[config.mk]
export PLATFORM = sky130hd
export DESIGN_NAME = rgb_to_hsv_converter_unit
export DESIGN_NICKNAME = d
export VERILOG_FILES = /design/src/rtl/rhc_pkg.sv /design/src/rtl/rgb_to_hsv_converter_unit.sv /design/src/rtl/rhc_front.sv /design/src/rtl/rhc_div_stage.sv /design/src/rtl/rhc_back.sv
export SDC_FILE = /design/constraint.sdc
export NUM_CORES = 1
export LEC_CHECK = 0
export ABC_AREA = 1
export BUFFER_PORTS_ARGS = -buffer_cell sky130_fd_sc_hd__buf_2
export CORE_MARGIN = 2
export CORE_UTILIZATION = 25
export CTS_BUF_LIST = sky130_fd_sc_hd__clkbuf_4
export DETAILED_ROUTE_END_ITERATION = 10
export PLACE_DENSITY_LB_ADDON = 0.05
export SLEW_MARGIN = 20
export SYNTH_ARGS = -nofsm -noshare
export SYNTH_HDL_FRONTEND = slang
export SYNTH_SLANG_ARGS = --single-unit
export TNS_END_PERCENT = 10
[constraint.sdc]
create_clock -name clk_i -period 4.5 [get_ports clk_i]
set_input_delay 0.45 -clock clk_i [delete_from_list [all_inputs] [get_ports clk_i]]
set_output_delay 0.45 -clock clk_i [all_outputs]
set_load 0.01 [all_outputs]
[src/rtl/rhc_pkg.sv]
`timescale 1ns / 1ps
`default_nettype none

package rhc_pkg;

  // Channel and result widths
  localparam int unsigned ChanW  = 8;
  localparam int unsigned HueW   = 9;
  // Both divisions produce an 8-bit quotient from a 16-bit dividend
  localparam int unsigned QuotW  = 8;
  localparam int unsigned DivdW  = 2 * QuotW;

  // Default number of restoring steps done in one divider stage
  localparam int unsigned STEPS_PER_STAGE = 2;

  // Hexcone constants
  localparam logic [HueW-1:0] DegFull   = 9'd360;
  localparam logic [HueW-1:0] DegGreen  = 9'd120;
  localparam logic [HueW-1:0] DegBlue   = 9'd240;
  localparam logic [HueW-1:0] DegRed    = 9'd0;

  // One restoring divider lane: partial remainder, dividend/quotient shift
  // register and divisor
  typedef struct packed {
    logic [QuotW-1:0] rem;
    logic [QuotW-1:0] dq;
    logic [ChanW-1:0] dvsr;
  } lane_t;

  // Side information carried alongside the two divisions
  typedef struct packed {
    logic [HueW-1:0]  base;   // sector offset in degrees
    logic             neg;    // subtract the sector fraction from base
    logic             flat;   // all channels equal
    logic             black;  // largest channel is zero
    logic [ChanW-1:0] value;  // largest channel
  } side_t;

  // One pixel in flight
  typedef struct packed {
    lane_t sat;
    lane_t hue;
    side_t side;
  } item_t;

  // One restoring division step: shift in the next dividend bit, subtract
  // the divisor when it fits and shift in the quotient bit
  function automatic lane_t div_step(input lane_t l);
    lane_t             r;
    logic [QuotW:0]    t;
    logic [QuotW:0]    d;
    r = l;
    t = {l.rem, l.dq[QuotW-1]};
    d = t - {1'b0, l.dvsr};
    if (t >= {1'b0, l.dvsr}) begin
      r.rem = d[QuotW-1:0];
      r.dq  = {l.dq[QuotW-2:0], 1'b1};
    end else begin
      r.rem = t[QuotW-1:0];
      r.dq  = {l.dq[QuotW-2:0], 1'b0};
    end
    return r;
  endfunction

endpackage

`default_nettype wire

[src/rtl/rgb_to_hsv_converter_unit.sv]
// RGB to HSV converter, one 8-bit RGB pixel in, one hue/saturation/value
// result out.
// Input channel: in_valid_i with red_i, green_i, blue_i; a transfer happens
// at a clock edge with in_valid_i high and in_stall_o low.
// Output channel: out_valid_o with hue_o (0..359 degrees), saturation_o
// (floor(255*delta/max)) and brightness_o (largest channel); a transfer
// happens with out_valid_o high and out_stall_i low.
// Pipeline: one stage finds max, min and the hue sector, the divider
// stages share the two 8-bit restoring divisions (two divider steps per
// stage by default), and one stage assembles and holds the result.
// Throughput is one pixel per clock while out_stall_i is low. Every stage
// has its own valid bit and accepts when empty or when the stage after it
// moves on, so bubbles are squeezed out while the receiver stalls;
// in_stall_o rises only once all stages are full and out_stall_i is high.
// Stalled results stay unchanged.
// Reset clears all valid bits; the block is ready right after reset.
`timescale 1ns / 1ps
`default_nettype none

module rgb_to_hsv_converter_unit #(
  parameter int unsigned StepsPerStage = rhc_pkg::STEPS_PER_STAGE
) (
  input  wire logic                      clk_i,
  input  wire logic                      rst_ni,
  input  wire logic                      in_valid_i,
  output      logic                      in_stall_o,
  input  wire logic [rhc_pkg::ChanW-1:0] red_i,
  input  wire logic [rhc_pkg::ChanW-1:0] green_i,
  input  wire logic [rhc_pkg::ChanW-1:0] blue_i,
  output      logic                      out_valid_o,
  input  wire logic                      out_stall_i,
  output      logic [rhc_pkg::HueW-1:0]  hue_o,
  output      logic [rhc_pkg::ChanW-1:0] saturation_o,
  output      logic [rhc_pkg::ChanW-1:0] brightness_o
);
  import rhc_pkg::*;

  localparam int unsigned NumDivStages = QuotW / StepsPerStage;

  // Stage k feeds stage k+1; index 0 is the front stage output
  logic  stg_valid [NumDivStages+1];
  logic  stg_ready [NumDivStages+2];
  item_t stg_item  [NumDivStages+1];

  assign in_stall_o = !stg_ready[0];

  // Sort channels and set up the divisions
  rhc_front u_front (
    .clk_i       (clk_i),
    .rst_ni      (rst_ni),
    .valid_i     (in_valid_i),
    .red_i       (red_i),
    .green_i     (green_i),
    .blue_i      (blue_i),
    .nxt_ready_i (stg_ready[1]),
    .ready_o     (stg_ready[0]),
    .valid_o     (stg_valid[0]),
    .item_o      (stg_item[0])
  );

  // Divider stages
  for (genvar k = 0; k < NumDivStages; k++) begin : g_div
    rhc_div_stage #(
      .Steps (StepsPerStage)
    ) u_div (
      .clk_i       (clk_i),
      .rst_ni      (rst_ni),
      .valid_i     (stg_valid[k]),
      .item_i      (stg_item[k]),
      .nxt_ready_i (stg_ready[k+2]),
      .ready_o     (stg_ready[k+1]),
      .valid_o     (stg_valid[k+1]),
      .item_o      (stg_item[k+1])
    );
  end

  // Assemble and hold the result
  rhc_back u_back (
    .clk_i        (clk_i),
    .rst_ni       (rst_ni),
    .valid_i      (stg_valid[NumDivStages]),
    .item_i       (stg_item[NumDivStages]),
    .out_stall_i  (out_stall_i),
    .ready_o      (stg_ready[NumDivStages+1]),
    .out_valid_o  (out_valid_o),
    .hue_o        (hue_o),
    .saturation_o (saturation_o),
    .brightness_o (brightness_o)
  );

endmodule

`default_nettype wire

[src/rtl/rhc_front.sv]
`timescale 1ns / 1ps
`default_nettype none

module rhc_front (
  input  wire logic                     clk_i,
  input  wire logic                     rst_ni,
  input  wire logic                     valid_i,
  input  wire logic [rhc_pkg::ChanW-1:0] red_i,
  input  wire logic [rhc_pkg::ChanW-1:0] green_i,
  input  wire logic [rhc_pkg::ChanW-1:0] blue_i,
  input  wire logic                     nxt_ready_i,
  output      logic                     ready_o,
  output      logic                     valid_o,
  output      rhc_pkg::item_t           item_o
);
  import rhc_pkg::*;

  logic             valid_q;
  item_t            item_d, item_q;
  logic [ChanW-1:0] hi, lo, delta, diff_n;
  logic [DivdW-1:0] sat_divd, hue_divd;
  logic             neg;
  logic [HueW-1:0]  base;

  // Find max, min and the hue sector
  always_comb begin
    hi = (red_i >= green_i) ? red_i : green_i;
    hi = (hi >= blue_i) ? hi : blue_i;
    lo = (red_i <= green_i) ? red_i : green_i;
    lo = (lo <= blue_i) ? lo : blue_i;
    delta = hi - lo;

    if (red_i == hi) begin
      base   = DegRed;
      neg    = (green_i < blue_i);
      diff_n = neg ? (blue_i - green_i) : (green_i - blue_i);
    end else if (green_i == hi) begin
      base   = DegGreen;
      neg    = (blue_i < red_i);
      diff_n = neg ? (red_i - blue_i) : (blue_i - red_i);
    end else begin
      base   = DegBlue;
      neg    = (red_i < green_i);
      diff_n = neg ? (green_i - red_i) : (red_i - green_i);
    end
    // Red sector below zero wraps to the top of the circle
    if (neg && (base == DegRed)) begin
      base = DegFull;
    end
  end

  // Build both dividends: 255 * delta and 60 * |difference|
  always_comb begin
    sat_divd = {delta, {ChanW{1'b0}}} - {{ChanW{1'b0}}, delta};
    hue_divd = ({{(DivdW-ChanW){1'b0}}, diff_n} << 6)
             - ({{(DivdW-ChanW){1'b0}}, diff_n} << 2);

    item_d.sat.rem   = sat_divd[DivdW-1:QuotW];
    item_d.sat.dq    = sat_divd[QuotW-1:0];
    item_d.sat.dvsr  = hi;
    item_d.hue.rem   = hue_divd[DivdW-1:QuotW];
    item_d.hue.dq    = hue_divd[QuotW-1:0];
    item_d.hue.dvsr  = delta;
    item_d.side.base  = base;
    item_d.side.neg   = neg;
    item_d.side.flat  = (delta == '0);
    item_d.side.black = (hi == '0);
    item_d.side.value = hi;
  end

  assign ready_o = !valid_q || nxt_ready_i;

  // Advance the valid flag
  always_ff @(posedge clk_i or negedge rst_ni) begin
    if (!rst_ni) begin
      valid_q <= 1'b0;
    end else if (ready_o) begin
      valid_q <= valid_i;
    end
  end

  // Capture the payload on a transfer
  always_ff @(posedge clk_i) begin
    if (ready_o && valid_i) begin
      item_q <= item_d;
    end
  end

  assign valid_o = valid_q;
  assign item_o  = item_q;

endmodule

`default_nettype wire

[src/rtl/rhc_div_stage.sv]
`timescale 1ns / 1ps
`default_nettype none

module rhc_div_stage #(
  parameter int unsigned Steps = rhc_pkg::STEPS_PER_STAGE
) (
  input  wire logic           clk_i,
  input  wire logic           rst_ni,
  input  wire logic           valid_i,
  input  wire rhc_pkg::item_t item_i,
  input  wire logic           nxt_ready_i,
  output      logic           ready_o,
  output      logic           valid_o,
  output      rhc_pkg::item_t item_o
);
  import rhc_pkg::*;

  logic  valid_q;
  item_t item_d, item_q;

  // Run a few restoring steps on both lanes
  always_comb begin
    item_d = item_i;
    for (int unsigned k = 0; k < Steps; k++) begin
      item_d.sat = div_step(item_d.sat);
      item_d.hue = div_step(item_d.hue);
    end
  end

  assign ready_o = !valid_q || nxt_ready_i;

  // Advance the valid flag
  always_ff @(posedge clk_i or negedge rst_ni) begin
    if (!rst_ni) begin
      valid_q <= 1'b0;
    end else if (ready_o) begin
      valid_q <= valid_i;
    end
  end

  // Capture the payload on a transfer
  always_ff @(posedge clk_i) begin
    if (ready_o && valid_i) begin
      item_q <= item_d;
    end
  end

  assign valid_o = valid_q;
  assign item_o  = item_q;

endmodule

`default_nettype wire

[src/rtl/rhc_back.sv]
`timescale 1ns / 1ps
`default_nettype none

module rhc_back (
  input  wire logic                      clk_i,
  input  wire logic                      rst_ni,
  input  wire logic                      valid_i,
  input  wire rhc_pkg::item_t            item_i,
  input  wire logic                      out_stall_i,
  output      logic                      ready_o,
  output      logic                      out_valid_o,
  output      logic [rhc_pkg::HueW-1:0]  hue_o,
  output      logic [rhc_pkg::ChanW-1:0] saturation_o,
  output      logic [rhc_pkg::ChanW-1:0] brightness_o
);
  import rhc_pkg::*;

  logic             valid_q;
  logic [HueW-1:0]  hue_d, hue_q, frac, ang;
  logic [ChanW-1:0] sat_d, sat_q, bright_q;

  // Combine sector offset with the quotient; round up when subtracting
  always_comb begin
    frac = {{(HueW-QuotW){1'b0}}, item_i.hue.dq};
    if (item_i.side.neg) begin
      ang = item_i.side.base - frac - {{(HueW-1){1'b0}}, (item_i.hue.rem != '0)};
    end else begin
      ang = item_i.side.base + frac;
    end
    if (ang >= DegFull) begin
      ang = ang - DegFull;
    end
    hue_d = item_i.side.flat ? '0 : ang;
    sat_d = item_i.side.black ? '0 : item_i.sat.dq;
  end

  assign ready_o = !valid_q || !out_stall_i;

  // Hold the result until the receiver takes it
  always_ff @(posedge clk_i or negedge rst_ni) begin
    if (!rst_ni) begin
      valid_q <= 1'b0;
    end else if (ready_o) begin
      valid_q <= valid_i;
    end
  end

  always_ff @(posedge clk_i) begin
    if (ready_o && valid_i) begin
      hue_q    <= hue_d;
      sat_q    <= sat_d;
      bright_q <= item_i.side.value;
    end
  end

  assign out_valid_o  = valid_q;
  assign hue_o        = hue_q;
  assign saturation_o = sat_q;
  assign brightness_o = bright_q;

endmodule

`default_nettype wire
Word-level counts from Yosys, hierarchy flattened

Cells that the tools add are included.

Logic and storage cells: 167
Input bits: 28
Output and inout port bits: 27
Register bits: 314

Reduce and logical (&&, ||, !) cells: 25
Mux-type cells: 31
Equal/unequal tests: 2
$lt $le $gt $ge: 24
Add/sub/neg operators: 28

Operators with widths:

| kind                                       | count |
|---|---|
| two-way mux 16 bit                         | 15 |
| subtractor 8 bit                           | 22 |
| >= comparator 9 x 8 -> 1 bit               | 16 |
| two-way mux 8 bit                          | 11 |
| < comparator 8 bit                         | 3 |
| two-way mux 9 bit                          | 2 |
| equality test 8 bit                        | 2 |
| >= comparator 8 bit                        | 2 |
| less-or-equal comparator 8 bit             | 2 |
| zero test 8 bit                            | 2 |
| subtractor 16 x 8 -> 16 bit                | 1 |
| subtractor 14 x 10 -> 15 bit               | 1 |
| adder 9 x 8 -> 9 bit                       | 1 |
| >= comparator 9 bit, second input constant | 1 |
| zero test 9 bit                            | 1 |
| subtractor 9 x 1 -> 9 bit                  | 1 |
| subtractor 9 x 8 -> 9 bit                  | 1 |
| subtractor 9 bit, second input constant    | 1 |
| zero test 1 bit                            | 8 |
| nonzero test 8 bit                         | 1 |
| logical AND 1 bit                          | 7 |
| logical OR 1 bit                           | 6 |
| two-way mux 1 bit                          | 3 |

Longest topological paths before layout

Depth in word-level cells: 9
Gate-level depth with buffers: 41
Mapped depth without buffers: 40

Modules after synthesis

Synthesis repeated with hierarchy kept, for this count alone.

Cells, all modules: 2854
Area, all modules: 25084.1 µm²

By module, submodules not included:

| module                             | instances | cells an instance | area each (µm²) | seq. area each (µm²) |
|---|---|---|---|---|
| rhc_div_stage (g_div[0].u_div ...) | 3         | 425               | 4135.2          | 2067.0 |
| rhc_front                          | 1         | 868               | 6321.1          | 1586.5 |
| rhc_div_stage (g_div[2].u_div)     | 1         | 411               | 4112.7          | 2067.0 |
| rhc_back                           | 1         | 299               | 2240.9          | 775.7 |
| rgb_to_hsv_converter_unit          | 1         | 1                 | 3.8             | 0.0 |

Least setup slack after synthesis

No wires, ideal clock.

Path type: input to register
From: input red_i[0] (netlist bit)
To: register u_front.item_q (netlist bit u_front.item_o[66]) (data pin)
Cell stages on the path: 33
Slack: -277 ps
Data arrival time: 4524 ps
Setup time: 254 ps
Path buffers: 2
Data required time: 4246 ps
Cells stage by stage: inv_1 -> ha_1 -> inv_1 -> fa_1 -> nand3_1 -> nand2_1 -> nand2_4 -> nand2_4 -> nand2_4 -> buf_2 -> nand2_1 -> o21ai_0 -> ha_1 -> a21oi_1 -> o21ai_0 -> nand2_1 -> o211ai_1 -> nand2_1 -> clkbuf_1 -> nor2_1 -> a21oi_1 -> ha_1 -> inv_1 -> ha_1 -> inv_1 -> ha_1 -> inv_1 -> nor2_2 -> nand2_1 -> nor2_2 -> a21oi_1 -> nor2_1 -> nor2_1

RTL lines:

| what                 | RTL line                        | RTL |
|---|---|---|
| start, declared      | rgb_to_hsv_converter_unit.sv:27 | `input wire logic [rhc_pkg::ChanW-1:0] red_i,` |
| end signal, assigned | rhc_front.sv:85                 | `item_q <= item_d;` |
| end, declared        | rhc_front.sv:19                 | `item_t item_d, item_q;` |

Worst setup path after layout

From: input red_i[2] (netlist bit)
To: register u_front.item_q (netlist bit u_front.item_o[41]) (data pin)

Longest elaborated chain between the ends: 8
Elaborated cells between the ends (all ways): 17
Those cells by class: 5 x add/sub; 4 x order compare; 2 x eq/ne; 6 x mux

RTL lines:

| what                           | RTL line        | RTL |
|---|---|---|
| >= comparator 8 bit            | rhc_front.sv:27 | `hi = (red_i >= green_i) ? red_i : green_i;` |
| two-way mux 8 bit              | rhc_front.sv:27 |  |
| >= comparator 8 bit            | rhc_front.sv:28 | `hi = (hi >= blue_i) ? hi : blue_i;` |
| two-way mux 8 bit              | rhc_front.sv:28 |  |
| equality test 8 bit            | rhc_front.sv:37 | `end else if (green_i == hi) begin` |
| two-way mux 8 bit              | rhc_front.sv:37 |  |
| two-way mux 8 bit *            | rhc_front.sv:33 | `if (red_i == hi) begin` |
| via u_front.diff_n[0]          | rhc_front.sv:20 | `logic [ChanW-1:0] hi, lo, delta, diff_n;` |
| subtractor 14 x 10 -> 15 bit * | rhc_front.sv:56 | `- ({{(DivdW-ChanW){1'b0}}, diff_n} << 2);` |
| via u_front.hue_divd[13]       | rhc_front.sv:21 | `logic [DivdW-1:0] sat_divd, hue_divd;` |

Mark *: on every way through the listed nets, which the timed path passes. The rest lies on a longest branch.
A chain may end at the register's enable or synchronous reset.

==> flow_summary.yaml <==
grt:
  use_met1_pct: 16.62
  grtUsageMet2_pct: 25.87
  grt_pass1_vias: 16910
  grt_remaining_overflow: 0
  antenna_found_initial: 1
  use_met3_pct: 2.000
  grt_usage_pct: 14.14
  busiest_layer: "met2"
  grt_pass1_wl_mm: 90.91
  grt_max_degree: 53
worst_hold_path:
  whs_endpoint: "u_front.item_o[47]$_DFFE_PP_"
  min-delay-start: "blue_i[3]"
  min_path_type: "in2reg"
  hold_depth: 5
setup_path:
  cpMaxStageDelayCell: "ha_1"
  r2r_slack_ns: 0.26
  critPathKind: "in2reg"
  cp-end-kind: "register"
  crit_required_ns: 5.01
  crit_family: "simple AND/OR/NAND/NOR gates"
  worstPathArrival_ns: 4.75
  critPathLaunchType: "input pin"
  crit_fanout: 13
  r2r.worst_path.cells: 27
  regToRegEndpoint: "g_div[2].u_div.item_o[43]$_DFFE_PP_"
  max_stage_delay_ns: 0.36
  worst-path-buf-inv: 6
  r2r_start: "g_div[1].u_div.item_o[37]$_DFFE_PP_"
  crit_top_cell: "nand2_1"
yosys:
  synthCells: 2240
  synth_common_cells: "nand2_1 (424), inv_1 (347), edfxtp_1 (276)"
  synthArstFlopShare_pct: 2.128
  post-synth-top-count-cell: "nand2_1"
  synthesis.area_um2: 20060
  synth_nets: 2510
  ys_types: 60
  synth_top_area_share_pct: 41.32
  synth_seq_cells: 282
  synthTopCellsByArea: "edfxtp_1 (41%), ha_1 (14%), nand2_1 (7.9%)"
  synth-edff-count: 276
  syn_area_per_cell_um2: 8.954
  ys_warn_count: 0
  ys_seq_area_share_pct: 42.07
  synth_ff_type: "edfxtp_1"
  yosys.area.top_type: "edfxtp_1"
cts:
  cts.htree.levels: 3
  worstSkewPairLatency_ns: 0.79
  cts_buffer_depth: 3
  cts_tree: "built"
  path_clk_slew_ns: 0.06
  cts.sinks: 282
  numCtsBuffers: 78
  clock-root-buffer: "clkbuf_4"
cells_and_area:
  design_area_um2: 26240
  syn_to_final_growth_pct: 30.82
  utilization_pct: 33.11
  drive_gt1_share_pct: 27.98
  final_cells: 3842
  fin_nets: 3006
die:
  die_w_um: 287.3
  fp.coreArea_um2: 79260
  dieArea_um2: 82510
  die_y_um: 287.3
  initial_utilization_pct: 25.31
  rows: 103
  io_pins: 55
placement:
  hpwlAfterDp_mm: 47.15
  pre_cts_ws_ns: -0.7698
  place_area_um2: 24250
  placed_cells: 3664
  gp_congestion: 0.8496
  port_buffers: 54
power:
  p_leak_nw: 12.12
  p_total_mw: 22.81
  power_density_nw_per_um2: 869.4
  irDropWorstVdd_uv: 289.4
timing:
  fin_skew_ns: 0.05589
  report.final.slew_viol_count: 0
  final.min_clock_period_ns: 4.245
  hold_viol: 0
  fin_hold_ws_ns: 0.3513
  setup_viol: 0
  layout_setup_ws_ns: 0.2551
  rsz0062_at_grt: "true"
  fmaxAchievable_ghz: 0.2356
  worst_pin_slew_ns: 0.9918
  min_period_over_period_pct: 94.33
  finalSetupTns_ns: 0
  maxSlewHeadroom_pct: 33.88
routing:
  firstDrtPassIters: 5
  wl_mm: 58.06
  ant_nets: 0
  drc_errors: 0
  vias_per_cell: 4.257
  post_drt_wl_per_cell_um: 15.11
  via_count: 16350
  drt_iter0_drc: 515
run_status:
  status: "completed"
job:
  cap_violations: 0
==> registers in the layout (all words and copies together) (netlist names) <==
signal,flops
g_div.u_div.valid_o,4
u_front.valid_o,1
u_back.brightness_o,8
u_back.out_valid_o,1
u_back.hue_o,9
u_front.item_o,52
u_back.saturation_o,8
g_div.u_div.item_o,199
==> final cells by class <==
cell class / count / area, µm²
Inverter: 356 / 1348
Timing Repair inverter: 1 / 5.005
Sequential cell: 282 / 8438
Fill cell: 8299 / 53020
Antenna cell: 1 / 2.502
Tap cell: 1050 / 1314
Clock inverter: 30 / 255.2
Clock buffer: 105 / 788.3
Multi-Input combinational cell: 1573 / 10750
Timing Repair Buffer: 444 / 3339
==> per-layer routing <==
metal  vias to the layer above  part of all wire [%]
met5                         -                     0
met4                         0                   2.8
met3                        98                   2.7
met2                       241                    51
met1                      7443                    44
li1                       8572                     -
==> power by group <==
group / internal [mW] / switching [mW] / total, mW
combinational: 7.13 / 8.01 / 15.1
sequential: 4.67 / 0.513 / 5.18
clock: 1.37 / 1.12 / 2.49
total: 13.2 / 9.64 / 22.8
==> cell usage in the layout, fill, tap and decap left out, types with 8 or more instances in the layout <==
cell type / n
o21ai_1: 30
xor2_1: 77
nand2_4: 9
nor3_1: 17
clkbuf_4: 105
nand3_1: 78
o21ai_0: 118
ha_4: 17
buf_2: 54
nand2_1: 402
a21oi_1: 123
ha_1: 202
edfxtp_1: 276
nor2_4: 8
xnor2_1: 40
nor2_1: 166
nand2_2: 44
o21ai_2: 12
nand3_2: 12
inv_2: 28
nand4_1: 34
inv_1: 325
nor2_2: 18
fa_1: 21
buf_4: 371
nand3b_1: 8
clkinv_1: 18
a21oi_2: 27
==> cells by family after synthesis <==
logic type      share of synthesized area (%)
compound gates                          10.36
xor+xnor                                5.352
fa+ha+maj                               15.88
buf+inv                                 7.429
flops                                   42.07
mux                                    0.3867
simple gates                            18.53
==> what timing repair did <==
item / CTS / global route
buffers inserted: 2 / 32
gates resized for setup: 26 / 151
setup endpoints to repair: 45 / 86
pin swaps: 2 / 36
hold buffers: 4 / 0
cloned: 0 / 4
endpoints found under the hold margin: 9 / 0
==> worst max path at each step <==
stage | startpoint | endpoint | slack (ns) | cells past startpoint
CTS | u_front.item_o[46]$_DFFE_PP_ | g_div[0].u_div.item_o[65]$_DFFE_PP_ | -0.003 | 30
global placement | red_i[0] | u_front.item_o[65]$_DFFE_PP_ | -0.71 | 31
finish | red_i[2] | u_front.item_o[41]$_DFFE_PP_ | 0.26 | 36
global route | g_div[2].u_div.item_o[22]$_DFFE_PP_ | g_div[3].u_div.item_o[41]$_DFFE_PP_ | -0.11 | 32
floorplan | red_i[0] | u_front.item_o[66]$_DFFE_PP_ | -0.07 | 33
detailed placement | red_i[0] | u_front.item_o[41]$_DFFE_PP_ | -0.77 | 40
==> tightest hold or removal path, stage by stage <==
cell and delay [ns]:
buf_2 0.11, buf_4 0.15, nand2_2 0.09, nand2_2 0.08, buf_4 0.13
(Power assumes the default switching activity.)
